<file path="src/rorw_pkg.sv">
// Shared constants and types of the ring-order reader-writer lock manager.
`timescale 1ns / 1ps

package rorw_pkg;

   localparam int SLOTS      = 8;
   localparam int SLOT_W     = (SLOTS > 1) ? $clog2(SLOTS) : 1;
   localparam int REQ_SLOT_W = 3;
   localparam int KIND_W     = 2;
   localparam int DATA_W     = 8;

   localparam logic [KIND_W-1:0] REQ_READ    = KIND_W'(0);
   localparam logic [KIND_W-1:0] REQ_WRITE   = KIND_W'(1);
   localparam logic [KIND_W-1:0] REQ_RELEASE = KIND_W'(2);

   typedef enum logic [1:0] {
      FLAG_IDLE    = 2'd0,
      FLAG_APPLY   = 2'd1,
      FLAG_APPROVE = 2'd2
   } flag_type;

   typedef enum logic [2:0] {
      OP_NONE,
      OP_RD_APPROVE,
      OP_RD_APPLY,
      OP_RD_IDLE,
      OP_WR_APPLY,
      OP_WR_APPROVE,
      OP_WALK_START
   } cell_op_type;

   // Broadcast from the controller to every cell.
   typedef struct packed {
      cell_op_type       op;
      logic [SLOT_W-1:0] slot;
      logic [SLOT_W-1:0] nxt;
      logic              advance;
   } cell_cmd_type;

   // Status of one cell back to the controller.
   typedef struct packed {
      flag_type rd_flag;
      logic     grant;
      logic     found;
      logic     done;
   } cell_stat_type;

endpackage

</file>
<file path="src/rorw_cell.sv">
// One ring slot: reader and writer flags plus the walk token stage.
`timescale 1ns / 1ps

module rorw_cell (
   input  logic                          clock,
   input  logic                          reset,
   input  logic [rorw_pkg::SLOT_W-1:0]   cell_id,
   input  rorw_pkg::cell_cmd_type        cmd,
   input  logic                          token_prev,
   output logic                          token_next,
   output rorw_pkg::cell_stat_type       stat
);
   import rorw_pkg::*;

   flag_type rd_ff, rd_in;
   flag_type wr_ff, wr_in;
   logic     tok_ff, tok_in;
   logic     home_ff, home_in;
   logic     hit;
   logic     nxt_hit;
   logic     act;

   always_comb begin
      hit        = (cmd.slot == cell_id);
      nxt_hit    = (cmd.nxt == cell_id);
      act        = tok_ff && cmd.advance;
      rd_in      = rd_ff;
      wr_in      = wr_ff;
      tok_in     = tok_ff;
      home_in    = home_ff;
      token_next = 1'b0;
      stat.rd_flag = rd_ff;
      stat.grant   = 1'b0;
      stat.found   = 1'b0;
      stat.done    = 1'b0;

      unique case (cmd.op)
         OP_NONE: begin
         end
         OP_RD_APPROVE: begin
            if (hit) rd_in = FLAG_APPROVE;
         end
         OP_RD_APPLY: begin
            if (hit) rd_in = FLAG_APPLY;
         end
         OP_RD_IDLE: begin
            if (hit) rd_in = FLAG_IDLE;
         end
         OP_WR_APPLY: begin
            if (hit) wr_in = FLAG_APPLY;
         end
         OP_WR_APPROVE: begin
            if (hit) wr_in = FLAG_APPROVE;
         end
         OP_WALK_START: begin
            home_in = hit;
            if (hit) wr_in = FLAG_IDLE;
            if (nxt_hit) tok_in = 1'b1;
         end
      endcase

      // Token held and advancing: back home ends the walk and grants a queued reader there,
      // an applying writer stops it, otherwise grant a queued reader and pass the token on.
      if (act) begin
         tok_in = 1'b0;
         if (home_ff) begin
            stat.done = 1'b1;
            home_in   = 1'b0;
            if (rd_ff == FLAG_APPLY) begin
               rd_in      = FLAG_APPROVE;
               stat.grant = 1'b1;
            end
         end else if (wr_ff == FLAG_APPLY) begin
            stat.found = 1'b1;
         end else begin
            token_next = 1'b1;
            if (rd_ff == FLAG_APPLY) begin
               rd_in      = FLAG_APPROVE;
               stat.grant = 1'b1;
            end
         end
      end

      if (token_prev) tok_in = 1'b1;
   end

   always_ff @(posedge clock) begin
      if (reset) begin
         rd_ff   <= FLAG_IDLE;
         wr_ff   <= FLAG_IDLE;
         tok_ff  <= 1'b0;
         home_ff <= 1'b0;
      end else begin
         rd_ff   <= rd_in;
         wr_ff   <= wr_in;
         tok_ff  <= tok_in;
         home_ff <= home_in;
      end
   end

endmodule

</file>
<file path="src/rorw_ctrl.sv">
// Request sequencer, owner state and grant output staging.
`timescale 1ns / 1ps

module rorw_ctrl (
   input  logic                                 clock,
   input  logic                                 reset,
   input  logic                                 req_tvalid,
   output logic                                 req_tready,
   input  logic [rorw_pkg::KIND_W-1:0]          req_kind,
   input  logic [rorw_pkg::REQ_SLOT_W-1:0]      req_slot,
   output logic                                 rsp_tvalid,
   input  logic                                 rsp_tready,
   output logic [rorw_pkg::REQ_SLOT_W-1:0]      rsp_slot,
   output logic                                 rsp_writer,
   output logic                                 rsp_last,
   input  rorw_pkg::cell_stat_type              stat [rorw_pkg::SLOTS],
   output rorw_pkg::cell_cmd_type               cmd
);
   import rorw_pkg::*;

   typedef enum logic [2:0] {
      S_IDLE,
      S_EXEC,
      S_TRY,
      S_WALK,
      S_FLUSH
   } state_type;

   state_type                state_ff, state_in;
   logic [KIND_W-1:0]        kind_ff, kind_in;
   logic [REQ_SLOT_W-1:0]    slot_ff, slot_in;
   logic                     ov_ff, ov_in;
   logic                     og_ff, og_in;
   logic [SLOT_W-1:0]        os_ff, os_in;
   logic                     pend_v_ff, pend_v_in;
   logic [SLOT_W-1:0]        pend_slot_ff, pend_slot_in;
   logic                     pend_wr_ff, pend_wr_in;
   logic                     out_v_ff, out_v_in;
   logic [REQ_SLOT_W-1:0]    out_slot_ff, out_slot_in;
   logic                     out_wr_ff, out_wr_in;
   logic                     out_last_ff, out_last_in;

   logic [SLOT_W-1:0]        s_idx;
   logic                     slot_ok;
   flag_type                 rd_s;
   logic                     clear;
   logic                     grant_any, found_any, done_any;
   logic [SLOT_W-1:0]        grant_idx, found_idx;
   logic                     out_free, can_push;
   logic                     emit, flush;
   logic [SLOT_W-1:0]        emit_slot;
   logic                     emit_wr;

   assign req_tready = (state_ff == S_IDLE);
   assign rsp_tvalid = out_v_ff;
   assign rsp_slot   = out_slot_ff;
   assign rsp_writer = out_wr_ff;
   assign rsp_last   = out_last_ff;

   always_comb begin
      s_idx   = SLOT_W'(slot_ff);
      slot_ok = (32'(slot_ff) < SLOTS);
      rd_s    = stat[s_idx].rd_flag;

      // Readers still approved outside the owner slot block the owner grant.
      clear     = 1'b1;
      grant_any = 1'b0;
      found_any = 1'b0;
      done_any  = 1'b0;
      grant_idx = '0;
      found_idx = '0;
      for (int i = 0; i < SLOTS; i++) begin
         if (SLOT_W'(i) != os_ff && stat[i].rd_flag == FLAG_APPROVE) clear = 1'b0;
         if (stat[i].grant) begin
            grant_any = 1'b1;
            grant_idx = SLOT_W'(i);
         end
         if (stat[i].found) begin
            found_any = 1'b1;
            found_idx = SLOT_W'(i);
         end
         if (stat[i].done) done_any = 1'b1;
      end

      out_free = !out_v_ff || rsp_tready;
      can_push = !pend_v_ff || out_free;

      state_in    = state_ff;
      kind_in     = kind_ff;
      slot_in     = slot_ff;
      ov_in       = ov_ff;
      og_in       = og_ff;
      os_in       = os_ff;
      emit        = 1'b0;
      emit_slot   = s_idx;
      emit_wr     = 1'b0;
      flush       = 1'b0;
      cmd.op      = OP_NONE;
      cmd.slot    = s_idx;
      cmd.nxt     = (s_idx == SLOT_W'(SLOTS - 1)) ? '0 : s_idx + SLOT_W'(1);
      cmd.advance = 1'b0;

      unique case (state_ff)
         S_IDLE: begin
            if (req_tvalid) begin
               kind_in  = req_kind;
               slot_in  = req_slot;
               state_in = S_EXEC;
            end
         end
         S_EXEC: begin
            state_in = S_FLUSH;
            if (slot_ok) begin
               unique case (kind_ff)
                  REQ_READ: begin
                     if (rd_s != FLAG_APPROVE) begin
                        if (!ov_ff) begin
                           cmd.op = OP_RD_APPROVE;
                           emit   = 1'b1;
                        end else begin
                           cmd.op = OP_RD_APPLY;
                        end
                     end
                  end
                  REQ_WRITE: begin
                     if (!(ov_ff && os_ff == s_idx)) begin
                        cmd.op = OP_WR_APPLY;
                        if (!ov_ff) begin
                           ov_in    = 1'b1;
                           os_in    = s_idx;
                           og_in    = 1'b0;
                           state_in = S_TRY;
                        end
                     end
                  end
                  REQ_RELEASE: begin
                     if (rd_s == FLAG_APPROVE) begin
                        cmd.op   = OP_RD_IDLE;
                        state_in = S_TRY;
                     end else if (ov_ff && og_ff && os_ff == s_idx) begin
                        cmd.op   = OP_WALK_START;
                        state_in = S_WALK;
                     end
                  end
                  default: begin
                  end
               endcase
            end
         end
         S_TRY: begin
            cmd.slot = os_ff;
            if (ov_ff && !og_ff && clear) begin
               if (can_push) begin
                  cmd.op    = OP_WR_APPROVE;
                  og_in     = 1'b1;
                  emit      = 1'b1;
                  emit_slot = os_ff;
                  emit_wr   = 1'b1;
                  state_in  = S_FLUSH;
               end
            end else begin
               state_in = S_FLUSH;
            end
         end
         S_WALK: begin
            cmd.advance = can_push;
            if (grant_any) begin
               emit      = 1'b1;
               emit_slot = grant_idx;
            end
            if (found_any) begin
               os_in    = found_idx;
               og_in    = 1'b0;
               state_in = S_TRY;
            end else if (done_any) begin
               ov_in    = 1'b0;
               og_in    = 1'b0;
               state_in = S_FLUSH;
            end
         end
         S_FLUSH: begin
            if (!pend_v_ff) begin
               state_in = S_IDLE;
            end else if (out_free) begin
               flush    = 1'b1;
               state_in = S_IDLE;
            end
         end
      endcase

      // Grant staging: the newest grant waits in the pending stage until the
      // next one, or the end of the request, tells whether it is the last.
      pend_v_in    = pend_v_ff;
      pend_slot_in = pend_slot_ff;
      pend_wr_in   = pend_wr_ff;
      out_v_in     = out_v_ff && !rsp_tready;
      out_slot_in  = out_slot_ff;
      out_wr_in    = out_wr_ff;
      out_last_in  = out_last_ff;
      if (emit) begin
         if (pend_v_ff) begin
            out_v_in    = 1'b1;
            out_slot_in = REQ_SLOT_W'(pend_slot_ff);
            out_wr_in   = pend_wr_ff;
            out_last_in = 1'b0;
         end
         pend_v_in    = 1'b1;
         pend_slot_in = emit_slot;
         pend_wr_in   = emit_wr;
      end
      if (flush) begin
         out_v_in    = 1'b1;
         out_slot_in = REQ_SLOT_W'(pend_slot_ff);
         out_wr_in   = pend_wr_ff;
         out_last_in = 1'b1;
         pend_v_in   = 1'b0;
      end
   end

   always_ff @(posedge clock) begin
      kind_ff      <= kind_in;
      slot_ff      <= slot_in;
      pend_slot_ff <= pend_slot_in;
      pend_wr_ff   <= pend_wr_in;
      out_slot_ff  <= out_slot_in;
      out_wr_ff    <= out_wr_in;
      out_last_ff  <= out_last_in;
      if (reset) begin
         state_ff  <= S_IDLE;
         ov_ff     <= 1'b0;
         og_ff     <= 1'b0;
         os_ff     <= '0;
         pend_v_ff <= 1'b0;
         out_v_ff  <= 1'b0;
      end else begin
         state_ff  <= state_in;
         ov_ff     <= ov_in;
         og_ff     <= og_in;
         os_ff     <= os_in;
         pend_v_ff <= pend_v_in;
         out_v_ff  <= out_v_in;
      end
   end

endmodule

</file>
<file path="src/ring_order_reader_writer_lock_core.sv">
// Top level of the ring-order reader-writer lock manager.
`timescale 1ns / 1ps
// Timing: a read grant passes the pending stage into the output register; a
//    writer grant goes through the try state first; a writer release walks a
//    token one ring cell per cycle while the grant stages can take a grant.
// Requests: one at a time; a new request is taken only after the last one
//    has handed its final grant to the output register.
// Reset: synchronous, active high; all flags idle, no owner, no grant pending.

module ring_order_reader_writer_lock_core (
   input  logic       clock,
   input  logic       reset,
   // request channel
   input  logic       req_tvalid,
   output logic       req_tready,
   input  logic [7:0] req_tdata,   // [2:0] requester, [7:3] zero
   input  logic [1:0] req_tuser,   // [1:0] req_type
   // grant channel
   output logic       rsp_tvalid,
   input  logic       rsp_tready,
   output logic [7:0] rsp_tdata,   // [2:0] grant_slot, [7:3] zero
   output logic [0:0] rsp_tuser,   // [0] grant_writer
   output logic       rsp_tlast    // last_grant
);
   import rorw_pkg::*;

   cell_cmd_type          cmd;
   cell_stat_type         stat [SLOTS];
   logic                  tok_chain [SLOTS];
   logic [REQ_SLOT_W-1:0] rsp_slot;
   logic                  rsp_writer;

   // Sequence requests, hold owner state and stage grants toward the output.
   rorw_ctrl u_ctrl (
      .clock      (clock),
      .reset      (reset),
      .req_tvalid (req_tvalid),
      .req_tready (req_tready),
      .req_kind   (req_tuser),
      .req_slot   (req_tdata[REQ_SLOT_W-1:0]),
      .rsp_tvalid (rsp_tvalid),
      .rsp_tready (rsp_tready),
      .rsp_slot   (rsp_slot),
      .rsp_writer (rsp_writer),
      .rsp_last   (rsp_tlast),
      .stat       (stat),
      .cmd        (cmd)
   );

   // Ring of slot cells; the walk token passes from each cell to the next one,
   // with the last cell handing back to the first.
   for (genvar i = 0; i < SLOTS; i++) begin : g_cell
      localparam int PREV = (i == 0) ? SLOTS - 1 : i - 1;
      rorw_cell u_cell (
         .clock      (clock),
         .reset      (reset),
         .cell_id    (SLOT_W'(i)),
         .cmd        (cmd),
         .token_prev (tok_chain[PREV]),
         .token_next (tok_chain[i]),
         .stat       (stat[i])
      );
   end

   // Pack grant fields; pad bits stay zero.
   assign rsp_tdata = {{(DATA_W - REQ_SLOT_W){1'b0}}, rsp_slot};
   assign rsp_tuser = rsp_writer;

endmodule

</file>
<file path="config.mk">
export PLATFORM = sky130hd
export DESIGN_NAME = ring_order_reader_writer_lock_core
export DESIGN_NICKNAME = d
export VERILOG_FILES = /design/src/rorw_pkg.sv /design/src/rorw_cell.sv /design/src/rorw_ctrl.sv /design/src/ring_order_reader_writer_lock_core.sv
export SDC_FILE = /design/constraint.sdc
export NUM_CORES = 1
export LEC_CHECK = 0
export ABC_AREA = 0
export BUFFER_PORTS_ARGS = -buffer_cell sky130_fd_sc_hd__buf_2
export CAP_MARGIN = 25
export CORE_UTILIZATION = 45
export DETAILED_ROUTE_END_ITERATION = 8
export GPL_TIMING_DRIVEN = 0
export SLEW_MARGIN = 5
export SYNTH_ARGS = -nofsm -noshare
export SYNTH_HDL_FRONTEND = slang
export SYNTH_HIERARCHICAL = 1
export SYNTH_SLANG_ARGS = --single-unit
</file>
<file path="constraint.sdc">
create_clock -name clock -period 5.84 [get_ports clock]
set_clock_uncertainty 0.05 [all_clocks]
set_input_delay 0.876 -clock clock [delete_from_list [all_inputs] [get_ports clock]]
set_output_delay 0.876 -clock clock [all_outputs]
set_load 0.02 [all_outputs]
</file>
-- After elaboration in Yosys (flattened, before gate mapping)
Cells that the tools add are included.
- register bits after elaboration: 72
- output and inout port bits: 12
- add/subtract/negate cells: 1
- order comparisons: 1
- equal/unequal tests: 97
- mux-type cells: 346
- bitwise logic cells: 1
- reduce and logical (&&, ||, !) cells: 78
- operator list (operator ; number):
    two-way mux 1 bit ; 188
    two-way mux 2 bit ; 85
    two-way mux 3 bit ; 45
    one-hot mux 2 bit (3 select lines) ; 16
    nonzero test 3 bit ; 19
    inequality test 2 x 1 -> 1 bit, second input constant ; 28
    equality test 3 bit, second input constant ; 13
    AND reduction 4 bit ; 9
    equality test 2 x 1 -> 1 bit, second input constant ; 17
    equality test 3 x 2 -> 1 bit, second input constant ; 8
    one-hot mux 3 bit (2 select lines) ; 4
    logical AND 1 bit ; 22
    AND reduction 2 bit ; 11
    equality test 2 bit, second input constant ; 10
    binary-select mux 5 bit (select 3 bit) ; 1
    one-hot mux 3 bit (5 select lines) ; 1
    equality test 3 x 1 -> 1 bit, second input constant ; 4
    inequality test 2 bit, second input constant ; 6
    inequality test 3 bit, first input constant ; 4
    two-way mux 5 bit ; 2
    AND reduction 5 bit ; 2
    zero test 3 bit ; 3
    one-hot mux 3 bit (3 select lines) ; 1
    AND reduction 7 bit ; 1
    16 further kinds ; 24

-- Longest topological paths before layout
Gate-level depths: netlist (run 1).
- depth after elaboration: 19
- gate-level depth with buffers: 11

-- Modules after synthesis
Netlist (run 1), hierarchy kept.
- modules (own cells, without submodules) (module ; instances ; cells an instance ; area an instance (um2) ; sequential area each (um2)):
    rorw_cell ; 8 ; 44 ; 401.6 ; 120.1
    rorw_ctrl ; 1 ; 215 ; 1869.3 ; 610.6
    ring_order_reader_writer_lock_core ; 1 ; 7 ; 45.0 ; 0.0

-- Worst setup path before layout (run 1)
No wires, ideal clock.
- path kind: register to register
- from: reg u_ctrl.slot_ff[0] (netlist: u_ctrl/s_idx[0])
- to: reg g_cell[2].u_cell.home_ff
- arrival: 4.971 ns
- data required time: 5.672 ns
- path slack: 0.700 ns
- stages on the path, launching flop included: 11
- path buffers: 1
- clock period less this slack: 5.140 ns
- cell sequence: edfxtp_1 -> buf_2 -> mux4_2 -> mux2_2 -> nand3_1 -> a21boi_1 -> o41ai_1 -> inv_1 -> nor3_1 -> mux2i_1 -> nor3_1
- RTL lines (element ; RTL line ; text):
    from (decl) ; rorw_ctrl.sv:31 ; logic [REQ_SLOT_W-1:0] slot_ff, slot_in;
    from (signal assigned) ; rorw_ctrl.sv:222 ; slot_ff <= slot_in;
    to (signal assigned) ; rorw_cell.sv:97 ; home_ff <= home_in;
    to (decl) ; rorw_cell.sv:18 ; logic home_ff, home_in;

==> run metrics, run 1 <==
antenna fix cells=0; DRT iter0 DRCs=between 200 and 300; Synth-to-Final Area Change=16.7%; asr flop ratio synth=0; area of the core=11000 um^2; unique cell type count in the Yosys netlist=62; row count=38; CTS Buffer Depth=2; power per cell area=227 nW/um^2; DR WL/cell=about 16 um; pin count of the biggest net entering global routing=44; worst hold path type=reg -> reg; die area=11800 um^2; Filler cells=1008; layout cells sized above 1=0.175; synthesized area=approximately 5000 um^2; Max-Cap Viols=0; Worst-path clk slew=0.06 ns; Routed Antenna Nets=0; RSZ-0062 raised after global routing=false; Syn Inst Count=574; CTS Sinks=72; critical path type=reg -> reg; crit-path cells=nor2b_1 > nand2_1 > nor2_2 > buf_8 > nand2_2 > nor3b_1 > nor4_1 > a31oi_1 > o21ai_0 > or3_1 > a21oi_1; Ys Warns=6; Post-DP HPWL=9.70 mm; status=finished clean; Via Count=around 4400; final number of setup-violating endpoints=0; Pwr Total=~1.4 mW; cts hold-fix bufs=0; 1st-pass router iterations=4; Critical Path AT=about 3.9 ns; fmax=roughly 280 MHz; min cycle time layout=roughly 3.6 ns; Avg Cell Area, Syn=8.93 um^2; Post-Route WL=12.6 mm; DRC=0; Largest stage delay, worst path=about 0.47 ns; overall global routing resource usage=0.231; dominant cell type by area after synthesis=dfxtp_1; startpoint types=flop; Via density=between 5 and 6; required time of the critical path=just over 6 ns; DIE WIDTH=roughly 110 um; Die Ht=around 110 um; RD Place Congestion=slightly below 0.9; Initial Util=0.467; Seq/Total Area, Yosys=0.306; initial antenna violation count=0; total I/O pin count=26; ranking of synthesized cells by area=dfxtp_1, edfxtp_1, xor2_1; TritonCTS clock tree=built; CTS Buf Count=9; vias in the first global route=around 4000; final worst-path cycle share=0.622; Post-CTS Setup Repair Bufs=0; most frequent cells after synthesis=dfxtp_1, inv_1, nor2_1, nor3_1, xor2_1; H-tree Lvls=3; Final nets=just under 700; Yosys reg bits=slightly above 70; clk_lat worst skew=approximately 0.35 ns; Max IR drop VDD=~0.00027 V; worst rel slew slack=0.372; overflow left after global routing=0; critical path endpoint category=flop; Synth Flop Type=dfxtp_1; port bufs=15; leakage power=2.04 nW; Clock Tree Root=clkbuf_16; Min Hold Slack=between 0.3 and 0.4 ns; Post-synth EDFFs=13; Worst Tran Pin Value=roughly 0.94 ns; Final Max Tran Viols=0; Synth top area share=0.230; Worst path slowest cell=nor3b_1; first-pass GRT wire length=between 20 and 25 mm; number of gates resized after cts=0; Hold Fails Final Rpt=0; most frequent cell after synthesis=dfxtp_1; worst-path fanout max=12
[logic make-up (layout without fill, tap and decap cells)]
family	after synthesis	in the layout	share of synthesized area
AO/OA/AOI/OAI	114	114	0.193
multiplexers	18	18	0.0407
other	2	53	0.00146
AND/OR/NAND/NOR	242	242	0.298
XOR/XNOR	51	51	0.0871
flip-flops	72	72	0.306
adder cells (fa/ha/maj)	6	6	0.0146
buffers and inverters	69	112	0.0586
[layout by cell type, fill, tap and decap left out, drive strengths merged, types with 4 or more instances in the layout]
master	instances
nand3	12
clkinv	4
nor2b	15
o32ai	8
mux2i	13
a2111oi	8
clkbuf	16
a211oi	5
nand3b	9
nand4	10
edfxtp	13
dfxtp	59
conb	53
a221oi	9
o21ai	11
nor3b	20
nor4b	8
nor3	45
nor4	10
nor2	37
and3	10
nand2b	19
xnor2	19
a21oi	29
a31oi	21
nand2	39
buf	38
xor2	32
ha	6
inv	54
[routing by layer]
layer / share of wire / up-vias / routed length [um] / global-route usage
met1: 0.48 / 2106 / 6070 / 0.302
met2: 0.46 / 73 / 5760 / 0.363
met3: 0.042 / 16 / 529 / 0.0687
li1: - / 2216 / - / -
met4: 0.022 / 0 / 281 / 0.0734
met5: 0 / - / 0 / 0
[final cells by class]
type | count | area (um^2) | share of cell area
buffer | 15 | 97.6 | 0.0163
clock buffer | 12 | 246 | 0.0412
clock inverter | 4 | 20.0 | 0.00335
inverter | 54 | 203 | 0.0339
multi-input combinational | 484 | 3470 | 0.581
sequential | 72 | 1570 | 0.263
tap | 140 | 175 | 0.0293
timing repair buffer | 27 | 196 | 0.0328
[metrics by stage]
step	utilization	setup TNS (ns)	instances	cell area [um^2]	setup WS, ns
after floorplan	-	0	625	5320	0.700
after global placement	0.507	-62.08	780	5570	-1.67
after detailed placement	0.521	0	792	5720	2.05
after CTS	0.545	0	808	5980	2.28
after global routing	0.545	0	808	5980	1.96
final	0.545	0	808	5980	2.21
[power breakdown]
group,total (mW),internal (mW),leakage (nW),switching [mW]
sequential,0.540,0.525,0.597,0.0144
combinational,0.309,0.115,1.31,0.194
clock,0.509,0.296,0.136,0.213
total,1.36,0.936,2.04,0.421
[sequential cells by signal, summed over array words and instances (netlist names), 2 cells and up]
signal                 flops
u_ctrl/rsp_slot            3
g_cell.u_cell/rd_ff       16
g_cell.u_cell/home_ff      8
u_ctrl/os_ff               3
g_cell.u_cell/tok_ff       8
u_ctrl/pend_slot_ff        3
u_ctrl/state_ff            3
u_ctrl/kind_ff             2
g_cell.u_cell/wr_ff       16
u_ctrl/s_idx               3
[critical path, delay by kind of cell (launching register included)]
family          cells  cell delay (ns)
simple gates        7             2.06
compound gates      3             0.82
flops               1             0.40
buf+inv             1             0.22
[path summary, 6_finish.rpt]
| check | startpoint | endpoint | slack [ns] | depth (start not counted) |
|---|---|---|---|---|
| worst max register to register | u_ctrl/state_ff[0] | u_ctrl/os_ff[1] | 2.21 | 11 |
| worst min-delay path | u_ctrl/pend_slot_ff[0] | u_ctrl/rsp_slot[0] | 0.37 | 0 |
| worst min register to register | u_ctrl/pend_slot_ff[0] | u_ctrl/rsp_slot[0] | 0.37 | 0 |
| worst max-delay path | u_ctrl/state_ff[0] | u_ctrl/os_ff[1] | 2.21 | 11 |
Note: power is estimated with default switching activity, not from simulation.
==> run 2, diff against run 1 <==
==> constraint.sdc (replaced) <==
create_clock -name clock -period 3.7 [get_ports clock]
set_clock_uncertainty 0.05 [all_clocks]
set_input_delay 0.555 -clock clock [delete_from_list [all_inputs] [get_ports clock]]
set_output_delay 0.555 -clock clock [all_outputs]
set_load 0.02 [all_outputs]
==> run 2 against run 1 <==
  * Clock power is 60% higher
  * Sequential cell count stayed put
  * Hold slack worse by 0.019 ns
  * First-iteration DRC count is 36% higher
  * Final cell count is 0.12% lower
  * Routed wire length is 4.1% higher
  * Register-to-register slack worse by 1.9 ns
  * Sequential power is 58% higher
  * Critical endpoint unchanged
  * Highest routed layer unchanged
  * Fmax is 6.3% higher
  * Combinational power is 61% higher
  * Die area stayed put
  * Sequential share of layout area is 0.36 points lower
==> run metrics, run 2 (synthesized netlist as in run 1, its figures left out) <==
Routed Antenna Nets=0; overflow left after global routing=0; critical path endpoint category=flop; Max-Cap Viols=0; DRC=0; worst rel slew slack=0.378; layout cells sized above 1=0.178; Clock Tree Root=clkbuf_16; Initial Util=0.467; required time of the critical path=about 4 ns; commonest non-fill, non-tap cells in the layout=dfxtp_1, conb_1, inv_1, nor3_1, nor2_1; vias in the first global route=4244; cts hold-fix bufs=0; status=finished clean; Final nets=682; 1st-pass router iterations=5; worst-path fanout max=9; power per cell area=~360 nW/um^2; Sw Pwr=about 660 uW; antenna fix cells=0; final number of setup-violating endpoints=0; first-pass GRT wire length=21.5 mm; Top Registers=g_cell.u_cell/rd_ff: 16 flops, g_cell.u_cell/wr_ff: 16 flops; Via density=roughly 5.6; worst reg-to-reg setup slack=about 0.29 ns; startpoint types=flop; leakage power=2.05 nW; Critical Path AT=~3.6 ns; Via Count=between 4000 and 5000; TritonCTS clock tree=built; DIE WIDTH=around 110 um; DP Worst Slack=-0.224 ns; Worst-path clk slew=around 0.06 ns; min cycle time layout=3.41 ns; critical path type=reg -> reg; switching share of power=0.304; overall global routing resource usage=0.240; pin count of the biggest net entering global routing=37; total I/O pin count=26; clk_lat worst skew=between 0.3 and 0.4 ns; commonest non-fill, non-tap cell in the layout=dfxtp_1; final worst-path cycle share=0.923; RD Place Congestion=approximately 0.86; port bufs=15; Max IR drop VDD=around 0.00031 V; CTS Buf Count=9; Combinational Power Share=0.230; Min Hold Slack=between 0.3 and 0.4 ns; CTS Sinks=around 70; Filler cells=approximately 1000; initial antenna violation count=0; Int Pwr=around 1.5 mW; Worst Tran Pin Value=0.929 ns; fmax=293 MHz; DR WL/cell=~16 um; Final Max Tran Viols=0; Clk pwr share=0.376; area of the core=between 10000 and 15000 um^2; CTS Buffer Depth=2; Die Ht=roughly 110 um; Post-DP HPWL=around 9.9 mm; die area=about 12000 um^2; DRT iter0 DRCs=about 340; worst hold path type=in -> reg; power share of the sequential group=0.394; row count=38; H-tree Lvls=3; Synth-to-Final Area Change=18.3%; RSZ-0062 raised after global routing=false; fin worst setup slack=0.287 ns; Post-Route WL=between 10 and 15 mm; Hold Fails Final Rpt=0; Final Util=0.552
## run 2: power groups by stage
stage	registers, mW	clock network, mW	logic, mW
after floorplan	0.869	0	0.366
after global placement	0.868	0	0.468
after detailed placement	0.868	0	0.495
after CTS	0.852	0.829	0.499
after global routing	0.856	0.864	0.548
final	0.852	0.813	0.498
## run 2: cell type report
cell class	instances	area [um^2]	area share
clock buffers	16	272	0.0448
inverters	54	203	0.0334
well taps	140	175	0.0289
repair buffers	26	220	0.0363
flip-flops and latches	72	1570	0.259
plain buffers	15	97.6	0.0161
multi-input cells	484	3530	0.582
## run 2: metrics by stage
step           power [mW]  instance area [um^2]  instances  setup TNS, ns
4_1_cts              2.18                  6040        807              0
5_1_grt              2.27                  6070        807              0
2_1_floorplan        1.23                  5350        625              0
3_5_place_dp         1.36                  5730        788          -1.45
6_report             2.16                  6070        807              0
3_3_place_gp         1.34                  5600        780         -51.72
## run 2: critical path: stages, from the launching register on
cell and delay (ns):
dfxtp_1 0.40, nor2b_1 0.33, nand2_2 0.21, nor2_4 0.27
buf_12 0.17, nand2_2 0.09, nor3b_1 0.39, nor4_1 0.17
a31oi_1 0.37, o21ai_0 0.36, or3_1 0.40, a21oi_1 0.13
## run 2: final timing paths
kind / startpoint / end / cells after the start
hold / removal: req_tuser[0] / u_ctrl/kind_ff[0] / 1
setup / recovery: u_ctrl/state_ff[0] / u_ctrl/os_ff[1] / 11
setup reg to reg: u_ctrl/state_ff[0] / u_ctrl/os_ff[1] / 11
hold reg to reg: u_ctrl/pend_slot_ff[1] / u_ctrl/rsp_slot[1] / 0
## run 2: timing repair
item / CTS / global route
endpoints found under the setup margin: 13 / 5
resized for setup: 1 / 6
buffers inserted: 3 / 0
pin swaps: 1 / 0
## run 2: layer usage
layer / global-route usage / vias up / wire (um)
met1: 0.312 / 2146 / 6220
li1: - / 2225 / -
met4: 0.0888 / 0 / 293
met3: 0.0460 / 18 / 593
met5: 0 / - / 0
met2: 0.392 / 103 / 6060
==> run 3, diff against run 2 <==
==> constraint.sdc (replaced) <==
create_clock -name clock -period 2.9 [get_ports clock]
set_clock_uncertainty 0.05 [all_clocks]
set_input_delay 0.435 -clock clock [delete_from_list [all_inputs] [get_ports clock]]
set_output_delay 0.435 -clock clock [all_outputs]
set_load 0.02 [all_outputs]
==> run 3 against run 2 <==
  * Via count grew 3.7%
  * First-iteration DRC count shrank 19%
  * Die area is the same
  * Cell area grew 9.4%
  * Critical path type unchanged
  * Highest routed layer unchanged
==> run metrics, run 3 (synthesized netlist as in run 1, its figures left out) <==
Inst Count DP=about 790; port bufs=15; DIE WIDTH=approximately 110 um; power per cell area=approximately 460 nW/um^2; fmax=348 MHz; leakage power=about 2.3 nW; DR WL/cell=17.5 um; 1st-pass router iterations=4; Filler cells=~940; antenna fix cells=0; Routed Antenna Nets=0; startpoint types=flop; worst flop-to-flop path endpoint=g_cell[0].u_cell/home_ff; row count=38; Min Hold Slack=around 0.23 ns; Final Max Tran Viols=0; Max-Cap Viols=0; Clk pwr share=0.401; RSZ-0062 raised after global routing=true; Sw Pwr=919 uW; clk_lat worst skew=roughly 0.34 ns; Final nets=just over 700; commonest non-fill, non-tap cell in the layout=conb_1; cts hold-fix bufs=0; WHS Endpoint=u_ctrl/kind_ff[1]; layout cells sized above 1=0.280; design area=between 6000 and 7000 um^2; initial antenna violation count=0; Max IR drop VDD=roughly 0.00045 V; Hold Fails Final Rpt=0; final worst-path cycle share=0.991; worst reg-to-reg setup slack=approximately 0.025 ns; Reg2Reg Depth=11; RD Place Congestion=0.882; Worst-path clk slew=approximately 0.07 ns; CTS Sinks=72; Clock Tree Root=clkbuf_16; worst hold stages=1; total negative slack=0 ns; Synth-to-Final Area Change=29.5%; overflow left after global routing=0; TritonCTS clock tree=built; power share of the sequential group=0.363; worst rel slew slack=0.329; pin count of the biggest net entering global routing=45; Post-Route WL=approximately 15 mm; Reg-to-Reg Start=g_cell[5].u_cell/rd_ff[1]; final number of setup-violating endpoints=0; Die Ht=between 100 and 150 um; CTS Buffer Depth=2; commonest non-fill, non-tap cells in the layout=conb_1, dfxtp_1, buf_4, inv_1, nor2_1; overall global routing resource usage=0.253; area of the core=between 10000 and 15000 um^2; Top Registers=g_cell.u_cell/rd_ff: 16 flops, g_cell.u_cell/wr_ff: 16 flops; Combinational Power Share=0.237; vias in the first global route=4403; Largest stage delay, worst path=approximately 0.50 ns; Post-DP Area=between 5000 and 6000 um^2; count of non-filler cells in the finished layout=840; Initial Util=0.467; worst hold path type=in -> reg; status=finished clean; worst-path fanout max=8; total I/O pin count=26; CTS Buf Count=9; required time of the critical path=approximately 3.1 ns; switching share of power=0.304; DRC=0; Post-DP HPWL=10.1 mm; DRT iter0 DRCs=about 280; Via density=between 5 and 6; Final Util=0.604; Int Pwr=around 2.1 mW; Worst path most repeated cell=buf_4; Hold Startpoint=req_tuser[1]; critical path endpoint category=flop; Worst path slowest cell=mux4_2; Critical Path AT=between 3 and 4 ns; Via Count=between 4000 and 5000; crit-path cells=nand2b_4 > mux4_2 > mux2_4 > mux2i_2 > o41ai_4 > buf_4 > buf_6 > buf_4 > nor3_4 > mux2i_1 > nor3_1; critical path type=reg -> reg; die area=11800 um^2; Worst Tran Pin Value=about 1 ns; min cycle time layout=roughly 2.9 ns; H-tree Lvls=3; first-pass GRT wire length=between 20 and 25 mm
## run 3: cell types whose count changed in the layout (fill, tap and decap cells not counted), sizes merged
cell and delta:
buf +34, clkinvlp +2, clkinv +1, clkbuf -4, inv -1, bufinv +1
## run 3: how the worst max path moves through the flow
stage | startpoint | end | cells after the start
floorplan | u_ctrl/s_idx[0] | g_cell[2].u_cell/home_ff | 10
global placement | u_ctrl/s_idx[1] | g_cell[2].u_cell/home_ff | 11
detailed placement | u_ctrl/state_ff[0] | u_ctrl/os_ff[1] | 10
CTS | u_ctrl/s_idx[0] | g_cell[3].u_cell/home_ff | 12
global route | u_ctrl/s_idx[0] | g_cell[0].u_cell/rd_ff[0] | 11
finish | g_cell[5].u_cell/rd_ff[1] | g_cell[0].u_cell/home_ff | 11
## run 3: routing by layer
metal  global-route usage  up-vias  share of wire
met5                    0        -              0
met4               0.0753        0          0.017
met3               0.0424       20          0.043
li1                     -     2276              -
met2                0.423      106           0.47
met1                0.331     2255           0.47
## run 3: critical path, delay by kind of cell, from the launching register on
family / cells / cell delay [ns]
flops: 1 / 0.44
simple gates: 3 / 0.39
buf+inv: 3 / 0.48
mux: 4 / 1.30
compound gates: 1 / 0.10
## run 3: power groups by stage
stage               combinational [mW]  clock [mW]  sequential, mW
floorplan                        0.477           0            1.11
global placement                 0.611           0            1.11
detailed placement               0.646           0            1.11
CTS                              0.672        1.22            1.09
global route                     0.771        1.27            1.10
finish                           0.715        1.21            1.10
## run 3: repair_timing
| item | in CTS | in global routing |
|---|---|---|
| endpoints found under the setup margin | 67 | 56 |
| setup buffers | 21 | 16 |
| cloned | 0 | 1 |
| gates resized for setup | 18 | 40 |
| pin swaps | 15 | 14 |
## run 3: stage by stage
step                      total power [mW]  worst slack [ns]
after floorplan                       1.59            -0.269
final                                 3.02            0.0247
after global placement                1.72             -1.29
after detailed placement              1.75            -0.721
after global routing                  3.14           -0.0690
after CTS                             2.99           0.00181
## run 3: final cells by class
cell class	count	area [um^2]	share of cell area
Tap cell	140	175	0.0264
Timing Repair Buffer	61	502	0.0756
Inverter	54	218	0.0328
Clock buffer	13	282	0.0424
Buffer	13	103	0.0155
Clock inverter	3	45.0	0.00678
Multi-Input combinational cell	484	3730	0.563
Sequential cell	72	1580	0.238
